===== src/rtl/assert_macros.svh =====
// assertion macros for the rtl files, included by the top level
`ifndef ASSERT_MACROS_SVH
`define ASSERT_MACROS_SVH

`ifndef SYNTHESIS
// property must hold at every clock edge outside reset
`define ASSERT_CLKD(label, clk, rst, prop) \
   label: assert property (@(posedge clk) disable iff (rst) (prop)) \
      else $error("%m: property violated");
// expression must never be true outside reset
`define ASSERT_NEVER(label, clk, rst, expr) \
   label: assert property (@(posedge clk) disable iff (rst) !(expr)) \
      else $error("%m: forbidden condition seen");
`else
`define ASSERT_CLKD(label, clk, rst, prop)
`define ASSERT_NEVER(label, clk, rst, expr)
`endif

`endif


===== src/rtl/scgc_pkg.sv =====
// types and constants of the stereo color gradient cost block
`timescale 1ns / 1ps

package scgc_pkg;

   localparam int MAX_DISP  = 63;
   localparam int MAX_WIDTH = 2048;

   localparam int CH_W    = 8;
   localparam int GRAD_W  = 9;
   localparam int ALPHA_W = 9;
   localparam int COL_W   = 11;
   localparam int DISP_W  = 6;
   localparam int COST_W  = 18;
   localparam int CLR_W   = 10;
   localparam int GDIFF_W = 9;

   // pixel history memory: one entry per past word, ages up to MAX_DISP
   localparam int AGE_W     = $clog2(MAX_DISP + 1);
   localparam int MEM_AW    = AGE_W;
   localparam int MEM_DEPTH = 1 << MEM_AW;

   // command queue between front and back, depth is a power of two
   localparam int Q_DEPTH = 4;
   localparam int Q_AW    = $clog2(Q_DEPTH);
   localparam int QCNT_W  = $clog2(Q_DEPTH + 1);
   localparam logic [QCNT_W-1:0] Q_CNT_MAX = QCNT_W'(Q_DEPTH);

   localparam logic [ALPHA_W-1:0] ALPHA_ONE   = ALPHA_W'(256);
   localparam logic [ALPHA_W-1:0] ALPHA_RESET = ALPHA_W'(230);
   localparam logic [COST_W-1:0]  COST_MAX    = COST_W'(195840);

   localparam logic [COL_W-1:0] COL_LAST = COL_W'(MAX_WIDTH - 1);

   // register indexes of the configuration port
   localparam int CSR_IDX_W  = 2;
   localparam int CSR_DATA_W = 9;
   localparam logic [CSR_IDX_W-1:0] CSR_ALPHA  = CSR_IDX_W'(0);
   localparam logic [CSR_IDX_W-1:0] CSR_BORDER = CSR_IDX_W'(1);
   localparam logic [CSR_IDX_W-1:0] CSR_DISP   = CSR_IDX_W'(2);
   localparam logic [CSR_IDX_W-1:0] CSR_MATCH  = CSR_IDX_W'(3);

   typedef struct packed {
      logic [CH_W-1:0]   red;
      logic [CH_W-1:0]   green;
      logic [CH_W-1:0]   blue;
      logic [GRAD_W-1:0] grad;   // two's complement
   } pix_type;

   typedef struct packed {
      pix_type left;
      pix_type right;
   } pair_type;

   // one classified input word
   typedef struct packed {
      pair_type          pix;
      logic              op_valid;   // paired or single border cost
      logic              op_border;
      logic              op_l_mem;   // left pixel from history
      logic              op_r_mem;   // right pixel from history
      logic [COL_W-1:0]  op_col;
      logic [AGE_W-1:0]  op_age;     // age of the partner in history
      logic [AGE_W-1:0]  fl_cnt;     // border columns flushed at row end
      logic [COL_W-1:0]  fl_col;     // first flushed column
   } cmd_type;

   typedef struct packed {
      logic [QCNT_W-1:0] count;
      logic              full;
      logic              empty;
   } q_sts_type;

   typedef struct packed {
      logic busy;
      logic pop;
   } back_sts_type;

endpackage


===== src/rtl/scgc_front.sv =====
// front end: column tracking and classification of each accepted word
`timescale 1ns / 1ps

module scgc_front import scgc_pkg::*; (
   input  logic              clock,
   input  logic              reset,
   input  logic              in_valid,
   input  logic              in_ready,
   input  pair_type          in_pix,
   input  logic              in_row_end,
   input  logic [DISP_W-1:0] disparity,
   input  logic              match_right,
   output logic              push,
   output cmd_type           cmd
);

   logic [COL_W-1:0] col_ff, col_in;
   logic [AGE_W-1:0] d_eff;
   logic [COL_W-1:0] d_col;
   logic             has_pair;
   logic             d_zero;

   assign push = in_valid && in_ready;

   always_comb begin
      d_eff    = (int'(disparity) > MAX_DISP) ? AGE_W'(MAX_DISP) : AGE_W'(disparity);
      d_col    = COL_W'(d_eff);
      has_pair = (col_ff >= d_col);
      d_zero   = (d_eff == '0);

      cmd        = '0;
      cmd.pix    = in_pix;
      cmd.op_age = d_eff;
      if (!match_right) begin
         cmd.op_valid  = 1'b1;
         cmd.op_col    = col_ff;
         cmd.op_border = !has_pair;
         cmd.op_r_mem  = has_pair && !d_zero;
      end else begin
         // right view: cost belongs to the column d back
         cmd.op_valid = has_pair;
         cmd.op_col   = col_ff - d_col;
         cmd.op_l_mem = !d_zero;
         if (in_row_end) begin
            if (has_pair) begin
               cmd.fl_cnt = d_eff;
               cmd.fl_col = col_ff - d_col + COL_W'(1);
            end else begin
               // short row: every column so far is a border column
               cmd.fl_cnt = AGE_W'(col_ff + COL_W'(1));
               cmd.fl_col = '0;
            end
         end
      end
   end

   always_comb begin
      col_in = col_ff;
      if (push) begin
         if (in_row_end || col_ff == COL_LAST) begin
            col_in = '0;
         end else begin
            col_in = col_ff + COL_W'(1);
         end
      end
   end

   always_ff @(posedge clock) begin
      if (reset) begin
         col_ff <= '0;
      end else begin
         col_ff <= col_in;
      end
   end

endmodule


===== config.mk =====
export PLATFORM = sky130hd
export DESIGN_NAME = scgc_front
export DESIGN_NICKNAME = d
export VERILOG_FILES = /design/src/rtl/assert_macros.svh /design/src/rtl/scgc_pkg.sv /design/src/rtl/scgc_front.sv
export SDC_FILE = /design/constraint.sdc
export NUM_CORES = 1
export LEC_CHECK = 0
export ABC_AREA = 1
export BUFFER_PORTS_ARGS = -buffer_cell sky130_fd_sc_hd__buf_2
export CAP_MARGIN = 20
export CORE_MARGIN = 2
export CORE_UTILIZATION = 39
export DETAILED_ROUTE_END_ITERATION = 8
export GPL_TIMING_DRIVEN = 0
export PLACE_DENSITY = 0.82
export SETUP_SLACK_MARGIN = 0.02
export SKIP_CTS_REPAIR_TIMING = 1
export SYNTH_ARGS = -nofsm -noshare
export SYNTH_HDL_FRONTEND = slang
export SYNTH_SLANG_ARGS = --single-unit

===== constraint.sdc =====
create_clock -name clock -period 2.7 [get_ports clock]
set_input_delay 0.135 -clock clock [delete_from_list [all_inputs] [get_ports clock]]
set_output_delay 0.135 -clock clock [all_outputs]
set_load 0.01 [all_outputs]

==> metrics <==
fraction of layout cells with a size suffix above 1=between 50% and 60%; CP Depth=16; Placed Instances=between 500 and 600; status=finished clean; max-slew violations=0; DRC viols=0; Iter 0 DRT Violations=116; Netlist cell types=35; detailed-placement wirelength estimate=around 4.9 mm; Max Used Layer=met4; Ant. Diodes=0; initial antenna violation count=0; vias in the first global route=about 2.2k; VDD IR max=about 0.23 mV; Slew @ Worst Pin=431 ps; max incr delay on CP=around 470 ps; worst slack at placement=~32 ps; die area=between 5000 and 6000 µm²; Clock Sinks=11; commonest non-fill, non-tap cell in the layout=buf_2; Regs by FF count=col_ff x11; Rel. slew slack=a little under three quarters; synth warn=0; f_max=388 MHz; setup ws final=126 ps; LEAKAGE=about 0.0017 µW; Seq cells post-synth=11; GR Overflow Total=0; nets=between 500 and 600; die height=slightly below 80 µm; Critical Path Fanout Max=3; syn avg cell area=~6 µm²; Cell Count, Final, Fillers Out=542; Worst-Skew Late Latency=between 200 and 250 ps; root buffer cell=clkbuf_8; largest net degree at the start of global routing=11; max FFs per register=11; Tot Pwr=812 µW; vias=between 2k and 2.5k; worst path cell trace=inv_4 > ha_4 > fa_2 > inv_2 > ha_4 > inv_2 > nor2_4 > nand3_2 > nor2_4 > inv_2 > nor2_4 > and2_4 > nand2_1 > nand2_1 > nor2_1 > buf_2; Crit path max-delay family=adder cells; Final Hold Vio Count=0; CP Launch Type=flip-flop; met2 WL post-DR=3.11 mm; Biggest register=col_ff; die width=between 70 and 80 µm; syn nets=430; fin crit share=between 90 and 100%; Via-to-Cell Ratio=~4.6; Starting Density=a little over 40%; CORE AREA=about 5000 µm²; Clock Skew=~3 ps; TritonCTS clock tree=built; hold crit path type=in -> reg; Min-Delay Path Depth=3; H-tree depth=1; utilization after layout=just under 60%; antenna-violating nets left=0; met3 routed WL=462 µm; Crit. End Element=output pin; M1 WL=~2.4 mm; commonest non-fill, non-tap cells in the layout=buf_2 (117), buf_4 (80), nand2_1 (70), inv_1 (34), nor2_1 (27); CTS max path bufs=2; sequential area share after synthesis=a little over a tenth; max-cap viol count=0; slowest CP cell=fa_2; first-pass GRT wire length=around 9.5 mm; CTS Buf Count=3; GRT Resource Usage Total=a little under a fifth; Syn Inst Count=~340; pwr dens=roughly 270 nW/µm²; count of final setup violators=0; port bufs=about 120; wire length per cell=roughly 11 µm; CP required=approximately 2600 ps; Setup CP Type=reg -> out; WP buf/inv=5; Routed WL=~6 mm; Pre-Repair DR Iteration Count=4; CP arrival=between 2000 and 2500 ps; Final Wtd Congestion=approximately 0.9; FP Rows=26; area growth from synthesis to layout=43.0%; # IOs=~180; Mapped Area=2090 µm²; minimum clock period=around 2600 ps; clock slew at reported path FFs=~50 ps; reg2reg path depth=11
==> tightest hold or removal path, stage by stage <==
cell and delay (ps):
buf_2 80, a21o_1 90, nor3b_1 50
==> cell families (layout without fill, tap and decap cells) <==
group	Yosys count	after routing	share of synthesized area [%]
AO/OA/AOI/OAI	42	42	11.7
XOR/XNOR	6	6	2.52
adder cells (fa/ha/maj)	9	9	5.75
buffers and inverters	119	248	34.5
flip-flops	11	11	10.5
AND/OR/NAND/NOR	156	156	34.9
==> Yosys cell counts <==
library cell	instances	area, µm²
nand3b_1	1	7.51
xor2_1	4	35.0
nor2_1	30	113
inv_2	4	15.0
buf_2	1	5.00
nor3_2	1	10.0
inv_1	39	146
inv_4	1	6.26
dfxtp_1	11	220
o221ai_1	1	8.76
nor2_4	1	11.3
nor2_2	5	31.3
nand2_2	5	31.3
nor3b_1	3	22.5
o21ai_1	6	30.0
nor3_4	1	16.3
a21oi_4	1	16.3
xnor2_1	2	17.5
nor4_4	1	21.3
nor3_1	8	40.0
a21o_1	1	7.51
nand4_1	3	18.8
clkbuf_1	2	7.51
o21ai_0	13	65.1
and2_4	1	8.76
ha_1	8	100
a21oi_1	14	70.1
nand2_4	1	11.3
a211oi_1	4	30.0
a21oi_2	2	17.5
buf_4	72	541
nand3_1	22	110
or2_2	1	6.26
nand2_1	72	270
fa_1	1	20.0
==> final timing paths <==
path / start / to / slack, ps
setup / recovery: col_ff[0] / cmd[8] / 130
hold / removal: reset / col_ff[6] / 160
setup reg to reg: col_ff[0] / col_ff[1] / 880
hold reg to reg: col_ff[2] / col_ff[2] / 550
==> where the power goes <==
part	internal [µW]	leakage (µW)	switching [µW]	total (µW)
logic	222	0.00158	251	472
clock network	104	0.0000228	62.0	166
registers	167	0.0000908	6.34	174
total	493	0.00169	319	812
==> cell type report <==
class | count | area (µm²)
Multi-Input combinational cell | 213 | 1240
Clock buffer | 4 | 45.0
Fill cell | 508 | 2150
Sequential cell | 11 | 226
Inverter | 44 | 170
Tap cell | 70 | 87.6
Timing Repair Buffer | 125 | 661
Buffer | 75 | 553
==> through the flow <==
| step | TNS (ps) | cell area [µm²] | hold WS (ps) |
|---|---|---|---|
| 2_1_floorplan | 0 | 2090 | 298 |
| 3_3_place_gp | 0 | 2760 | 403 |
| 3_5_place_dp | 0 | 2760 | 405 |
| 4_1_cts | -680 | 2800 | 155 |
| 5_1_grt | -20.3 | 2990 | 185 |
| 6_report | 0 | 2990 | 156 |
==> layer usage <==
layer	GRT usage, %	vias up
li1	-	1281
met1	22.9	1098
met2	33.7	103
met3	2.12	6
met4	3.75	0
met5	0	-
Power figures use the tool's default switching activity.
