File: src/rtl/assert_macros.svh
// assertion macros for the rtl files, included by the top level
`ifndef ASSERT_MACROS_SVH
`define ASSERT_MACROS_SVH

`ifndef SYNTHESIS
// property must hold at every clock edge outside reset
`define ASSERT_CLKD(label, clk, rst, prop) \
   label: assert property (@(posedge clk) disable iff (rst) (prop)) \
      else $error("%m: property violated");
// expression must never be true outside reset
`define ASSERT_NEVER(label, clk, rst, expr) \
   label: assert property (@(posedge clk) disable iff (rst) !(expr)) \
      else $error("%m: forbidden condition seen");
`else
`define ASSERT_CLKD(label, clk, rst, prop)
`define ASSERT_NEVER(label, clk, rst, expr)
`endif

`endif

File: src/rtl/scgc_pkg.sv
// types and constants of the stereo color gradient cost block
`timescale 1ns / 1ps

package scgc_pkg;

   localparam int MAX_DISP  = 63;
   localparam int MAX_WIDTH = 2048;

   localparam int CH_W    = 8;
   localparam int GRAD_W  = 9;
   localparam int ALPHA_W = 9;
   localparam int COL_W   = 11;
   localparam int DISP_W  = 6;
   localparam int COST_W  = 18;
   localparam int CLR_W   = 10;
   localparam int GDIFF_W = 9;

   // pixel history memory: one entry per past word, ages up to MAX_DISP
   localparam int AGE_W     = $clog2(MAX_DISP + 1);
   localparam int MEM_AW    = AGE_W;
   localparam int MEM_DEPTH = 1 << MEM_AW;

   // command queue between front and back, depth is a power of two
   localparam int Q_DEPTH = 4;
   localparam int Q_AW    = $clog2(Q_DEPTH);
   localparam int QCNT_W  = $clog2(Q_DEPTH + 1);
   localparam logic [QCNT_W-1:0] Q_CNT_MAX = QCNT_W'(Q_DEPTH);

   localparam logic [ALPHA_W-1:0] ALPHA_ONE   = ALPHA_W'(256);
   localparam logic [ALPHA_W-1:0] ALPHA_RESET = ALPHA_W'(230);
   localparam logic [COST_W-1:0]  COST_MAX    = COST_W'(195840);

   localparam logic [COL_W-1:0] COL_LAST = COL_W'(MAX_WIDTH - 1);

   // register indexes of the configuration port
   localparam int CSR_IDX_W  = 2;
   localparam int CSR_DATA_W = 9;
   localparam logic [CSR_IDX_W-1:0] CSR_ALPHA  = CSR_IDX_W'(0);
   localparam logic [CSR_IDX_W-1:0] CSR_BORDER = CSR_IDX_W'(1);
   localparam logic [CSR_IDX_W-1:0] CSR_DISP   = CSR_IDX_W'(2);
   localparam logic [CSR_IDX_W-1:0] CSR_MATCH  = CSR_IDX_W'(3);

   typedef struct packed {
      logic [CH_W-1:0]   red;
      logic [CH_W-1:0]   green;
      logic [CH_W-1:0]   blue;
      logic [GRAD_W-1:0] grad;   // two's complement
   } pix_type;

   typedef struct packed {
      pix_type left;
      pix_type right;
   } pair_type;

   // one classified input word
   typedef struct packed {
      pair_type          pix;
      logic              op_valid;   // paired or single border cost
      logic              op_border;
      logic              op_l_mem;   // left pixel from history
      logic              op_r_mem;   // right pixel from history
      logic [COL_W-1:0]  op_col;
      logic [AGE_W-1:0]  op_age;     // age of the partner in history
      logic [AGE_W-1:0]  fl_cnt;     // border columns flushed at row end
      logic [COL_W-1:0]  fl_col;     // first flushed column
   } cmd_type;

   typedef struct packed {
      logic [QCNT_W-1:0] count;
      logic              full;
      logic              empty;
   } q_sts_type;

   typedef struct packed {
      logic busy;
      logic pop;
   } back_sts_type;

endpackage

File: src/rtl/scgc_queue.sv
// short command queue between front and back
`timescale 1ns / 1ps

module scgc_queue import scgc_pkg::*; (
   input  logic      clock,
   input  logic      reset,
   input  logic      push,
   input  cmd_type   push_cmd,
   input  logic      pop,
   output cmd_type   head,
   output q_sts_type sts
);

   cmd_type           slot_ff [Q_DEPTH];
   logic [Q_AW-1:0]   wr_ff;
   logic [Q_AW-1:0]   rd_ff;
   logic [QCNT_W-1:0] cnt_ff, cnt_in;

   assign head      = slot_ff[rd_ff];
   assign sts.count = cnt_ff;
   assign sts.full  = (cnt_ff == Q_CNT_MAX);
   assign sts.empty = (cnt_ff == '0);

   always_comb begin
      cnt_in = cnt_ff;
      if (push && !pop) begin
         cnt_in = cnt_ff + QCNT_W'(1);
      end else if (pop && !push) begin
         cnt_in = cnt_ff - QCNT_W'(1);
      end
   end

   always_ff @(posedge clock) begin
      if (push) begin
         slot_ff[wr_ff] <= push_cmd;
      end
   end

   always_ff @(posedge clock) begin
      if (reset) begin
         wr_ff  <= '0;
         rd_ff  <= '0;
         cnt_ff <= '0;
      end else begin
         if (push) begin
            wr_ff <= wr_ff + Q_AW'(1);
         end
         if (pop) begin
            rd_ff <= rd_ff + Q_AW'(1);
         end
         cnt_ff <= cnt_in;
      end
   end

endmodule

File: config.mk
export PLATFORM = sky130hd
export DESIGN_NAME = scgc_queue
export DESIGN_NICKNAME = d
export VERILOG_FILES = /design/src/rtl/assert_macros.svh /design/src/rtl/scgc_pkg.sv /design/src/rtl/scgc_queue.sv
export SDC_FILE = /design/constraint.sdc
export NUM_CORES = 1
export LEC_CHECK = 0
export ABC_CLOCK_PERIOD_IN_PS = 9850
export CORE_ASPECT_RATIO = 1.25
export CORE_UTILIZATION = 25
export CTS_CLUSTER_SIZE = 14
export DETAILED_ROUTE_END_ITERATION = 6
export DONT_BUFFER_PORTS = 1
export SLEW_MARGIN = 10
export SYNTH_ARGS = -nofsm -noshare
export SYNTH_HDL_FRONTEND = slang
export SYNTH_SLANG_ARGS = --single-unit
File: constraint.sdc
create_clock -name clock -period 9.85 [get_ports clock]
set_clock_uncertainty 0.1 [all_clocks]
set_input_delay 0 -clock clock [delete_from_list [all_inputs] [get_ports clock]]
set_output_delay 0 -clock clock [all_outputs]
set_load 0.01 [all_outputs]
==> impl_metrics.py <==
metrics = {
    "power_and_ir_drop": {
        "switchingPower_mw": 0.895,
        "power.share.combinational": 0.083,
        "power_leakage_nw": 5.74,
        "clock_power_share": 0.390,
        "sw_frac_of_total": 0.223,
        "p_int_mw": 3.11,
        "power_density_nw_per_um2": 213,
        "power.total_mw": 4.01,
        "worst_ir_drop_vdd_mv": 0.154,
        "p_seq_frac": 0.527,
    },
    "worst_setup_path": {
        "worstSetupStartpointType": "register",
        "worst-setup-path-type": "reg -> out",
        "worst-path-max-fanout": 60,
        "critical_path_arrival_ns": 2.80,
        "setup.worst_path.end_class": "output pin",
        "worst-endpoint-required_ns": 9.75,
    },
    "min_path": {
        "worst_hold_path_type": "in -> reg",
    },
    "placement": {
        "globalplace.congestion": 0.673,
        "dp_hpwl_um": 17500,
        "place.port_buffers": 0,
    },
    "global_routing": {
        "grtUsageTotal": 0.0980,
        "grt_antenna_before_repair": 5,
        "globalRouteOverflowTotal": 0,
        "number_of_global_route_vias_before_repair": 7125,
        "first_pass_grt_wire_length_um": 45600,
        "grt_max_degree": 61,
    },
    "finish": {
        "final_common_cell": "sky130_fd_sc_hd__edfxtp_1",
        "flow.area_growth_from_synthesis_pct": 21.7,
        "final_net_count": 839,
        "most-common-layout-cells": "sky130_fd_sc_hd__edfxtp_1 (416), sky130_fd_sc_hd__dlygate4sd3_1 (109), sky130_fd_sc_hd__mux4_2 (104)",
        "layout-drive-gt1-share": 0.236,
    },
    "yosys": {
        "post_synth_inst_count": 588,
        "synth-warning-count": 0,
        "post_synth.cell_area_avg_um2": 26.3,
        "synth_nets": 702,
        "yosys.area.top_type": "sky130_fd_sc_hd__edfxtp_1",
        "synthesized_area_um2": 15500,
        "synthTopCellsByArea": "sky130_fd_sc_hd__edfxtp_1 (81%), sky130_fd_sc_hd__mux4_2 (15%), sky130_fd_sc_hd__dfxtp_1 (1.2%), sky130_fd_sc_hd__buf_8 (0.68%), sky130_fd_sc_hd__ha_1 (0.40%)",
        "yosys_register_bits": 425,
        "portion_of_synthesized_cell_area_occupied_by_the_leading_cell_type": 0.808,
        "synth.lib_cells_used.distinct": 21,
        "synth_sequential_area_ratio": 0.820,
    },
    "clock_tree": {
        "clk-insertion-delay-late_ns": 0.54,
        "worst_setup_hold_path_clk_slew_ns": 0.06,
        "cts_tree": "done",
        "cts_inserted_buffers": 44,
        "cts.root.buffer_cell": "sky130_fd_sc_hd__clkbuf_16",
        "post-cts-setup-buffer-count": 0,
        "number_of_cells_upsized_or_downsized_after_cts": 0,
        "clock_sink_count": 425,
        "cts.path.max_buffers": 3,
        "htree_levels": 2,
    },
    "timing": {
        "tightest_slew_ns": 0.984,
        "rsz0062_at_grt": "no",
        "timing.final.crit_period_ns": 2.90,
        "number_of_failing_setup_endpoints_in_the_final_timing_report": 0,
        "setup-tns-final_ns": 0,
        "slew_headroom": 0.344,
        "drv_slew": 0,
        "max_freq_mhz": 345,
        "number_of_hold_violations_in_the_final_report": 0,
        "timing.final.crit_share": 0.294,
    },
    "detailed_routing": {
        "routed_via_density": 4.12,
        "firstDrtPassIters": 4,
        "drt_drc_violations_left": 0,
        "detailedRoute.firstIterationViolations": 343,
        "ant_nets": 0,
        "routed_wirelength_um": 30900,
        "vias": 6523,
        "final_routed_wire_length_divided_by_cell_count_um": 19.5,
    },
    "run": {
        "cap_viol_max_count": 0,
    },
    "outcome": {
        "run_status": "finished clean",
    },
    "floorplanning": {
        "floorplan.die_area_um2": 62800,
        "initial_core_util": 0.254,
        "core.rowCount": 101,
        "chipHeight_um": 280,
        "ports_placed_on_the_boundary": 217,
        "die_width_um": 224,
        "core_region_area_um2": 60900,
    },
}
-- sequential cells by signal, indices dropped and copies added (netlist names), named ones only --
| name | count |
|---|---|
| slot_ff | 416 |
| cnt_ff | 3 |
| rd_ff | 2 |
| wr_ff | 2 |
-- cells by family after synthesis --
logic type / Yosys count / synth area share
AOI/OAI and AO/OA: 2 / 0.000647
xor gates and xnor gates: 5 / 0.00283
adders and majority gates: 6 / 0.00534
buffers and inverters: 29 / 0.0135
DFF: 425 / 0.820
muxes: 106 / 0.153
and+or+nand+nor: 15 / 0.00478
-- critical path, cell delays in order (launching register included) --
cell	delay, ns
sky130_fd_sc_hd__dfxtp_4	0.83
sky130_fd_sc_hd__buf_4	0.87
sky130_fd_sc_hd__mux4_2	0.49
-- cells in the mapped netlist --
cell type / number
sky130_fd_sc_hd__buf_8: 7
sky130_fd_sc_hd__nor3b_1: 1
sky130_fd_sc_hd__edfxtp_1: 416
sky130_fd_sc_hd__and2_1: 4
sky130_fd_sc_hd__or3_1: 1
sky130_fd_sc_hd__nand2_1: 1
sky130_fd_sc_hd__xor2_1: 3
sky130_fd_sc_hd__ha_1: 5
sky130_fd_sc_hd__buf_2: 11
sky130_fd_sc_hd__o21ai_0: 1
sky130_fd_sc_hd__mux2i_1: 2
sky130_fd_sc_hd__a21oi_1: 1
sky130_fd_sc_hd__nor3_1: 1
sky130_fd_sc_hd__xnor2_1: 2
sky130_fd_sc_hd__mux4_2: 104
sky130_fd_sc_hd__fa_1: 1
sky130_fd_sc_hd__dfxtp_1: 9
sky130_fd_sc_hd__clkbuf_1: 6
sky130_fd_sc_hd__inv_1: 4
sky130_fd_sc_hd__nor2_1: 7
sky130_fd_sc_hd__buf_6: 1
-- power groups by stage --
stage | clock network [mW] | registers (mW) | logic, mW
final | 1.56 | 2.11 | 0.331
after global routing | 1.68 | 2.12 | 0.358
after CTS | 1.62 | 2.11 | 0.344
after detailed placement | 0 | 2.15 | 0.287
after global placement | 0 | 2.15 | 0.286
after floorplan | 0 | 2.14 | 0.231
-- final cells by class --
type                       instances  area (µm²)
timing repair buffer             116        1140
clock buffer                      54        1160
multi-input combinational        134        2580
antenna                            2        5.00
inverter                           4        15.0
fill                            5849       42100
tap                              824        1030
sequential                       425       12700
clock inverter                    24         190
-- final timing paths --
| path | start | end | slack (ns) | cells after the start |
|---|---|---|---|---|
| worst max register to register | wr_ff[0] | slot_ff[0][47] | 7.20 | 4 |
| worst min register to register | rd_ff[0] | rd_ff[0] | 0.44 | 2 |
| worst min-delay path | push_cmd[14] | slot_ff[3][14] | 0.06 | 1 |
| worst max-delay path | register | head[85] | 6.95 | 2 |
-- through the flow --
step | cells | hold WS (ns) | cell area [µm²] | worst slack [ns] | util
6_report | 1583 | 0.0551 | 18800 | 6.95 | 0.309
3_5_place_dp | 1394 | -0.0259 | 16400 | 7.09 | 0.269
2_1_floorplan | 588 | -0.00113 | 15500 | 6.33 | -
3_3_place_gp | 1394 | -0.0273 | 16400 | 7.11 | 0.269
5_1_grt | 1583 | 0.0151 | 18800 | 6.75 | 0.309
4_1_cts | 1581 | 0.00791 | 18800 | 6.78 | 0.309
-- what timing repair did --
action,in CTS,in global routing
hold buffers,109,0
setup endpoints to repair,0,0
hold endpoints to repair,552,0
-- routing by layer --
layer / vias up / wire length [µm] / track usage / part of all wire
li1: 2804 / - / - / -
met1: 3467 / 12500 / 0.116 / 0.41
met2: 190 / 15100 / 0.163 / 0.49
met3: 58 / 2260 / 0.0348 / 0.073
met4: 4 / 898 / 0.0368 / 0.029
met5: - / 29 / 0 / 0.00094
(Power assumes the default switching activity.)
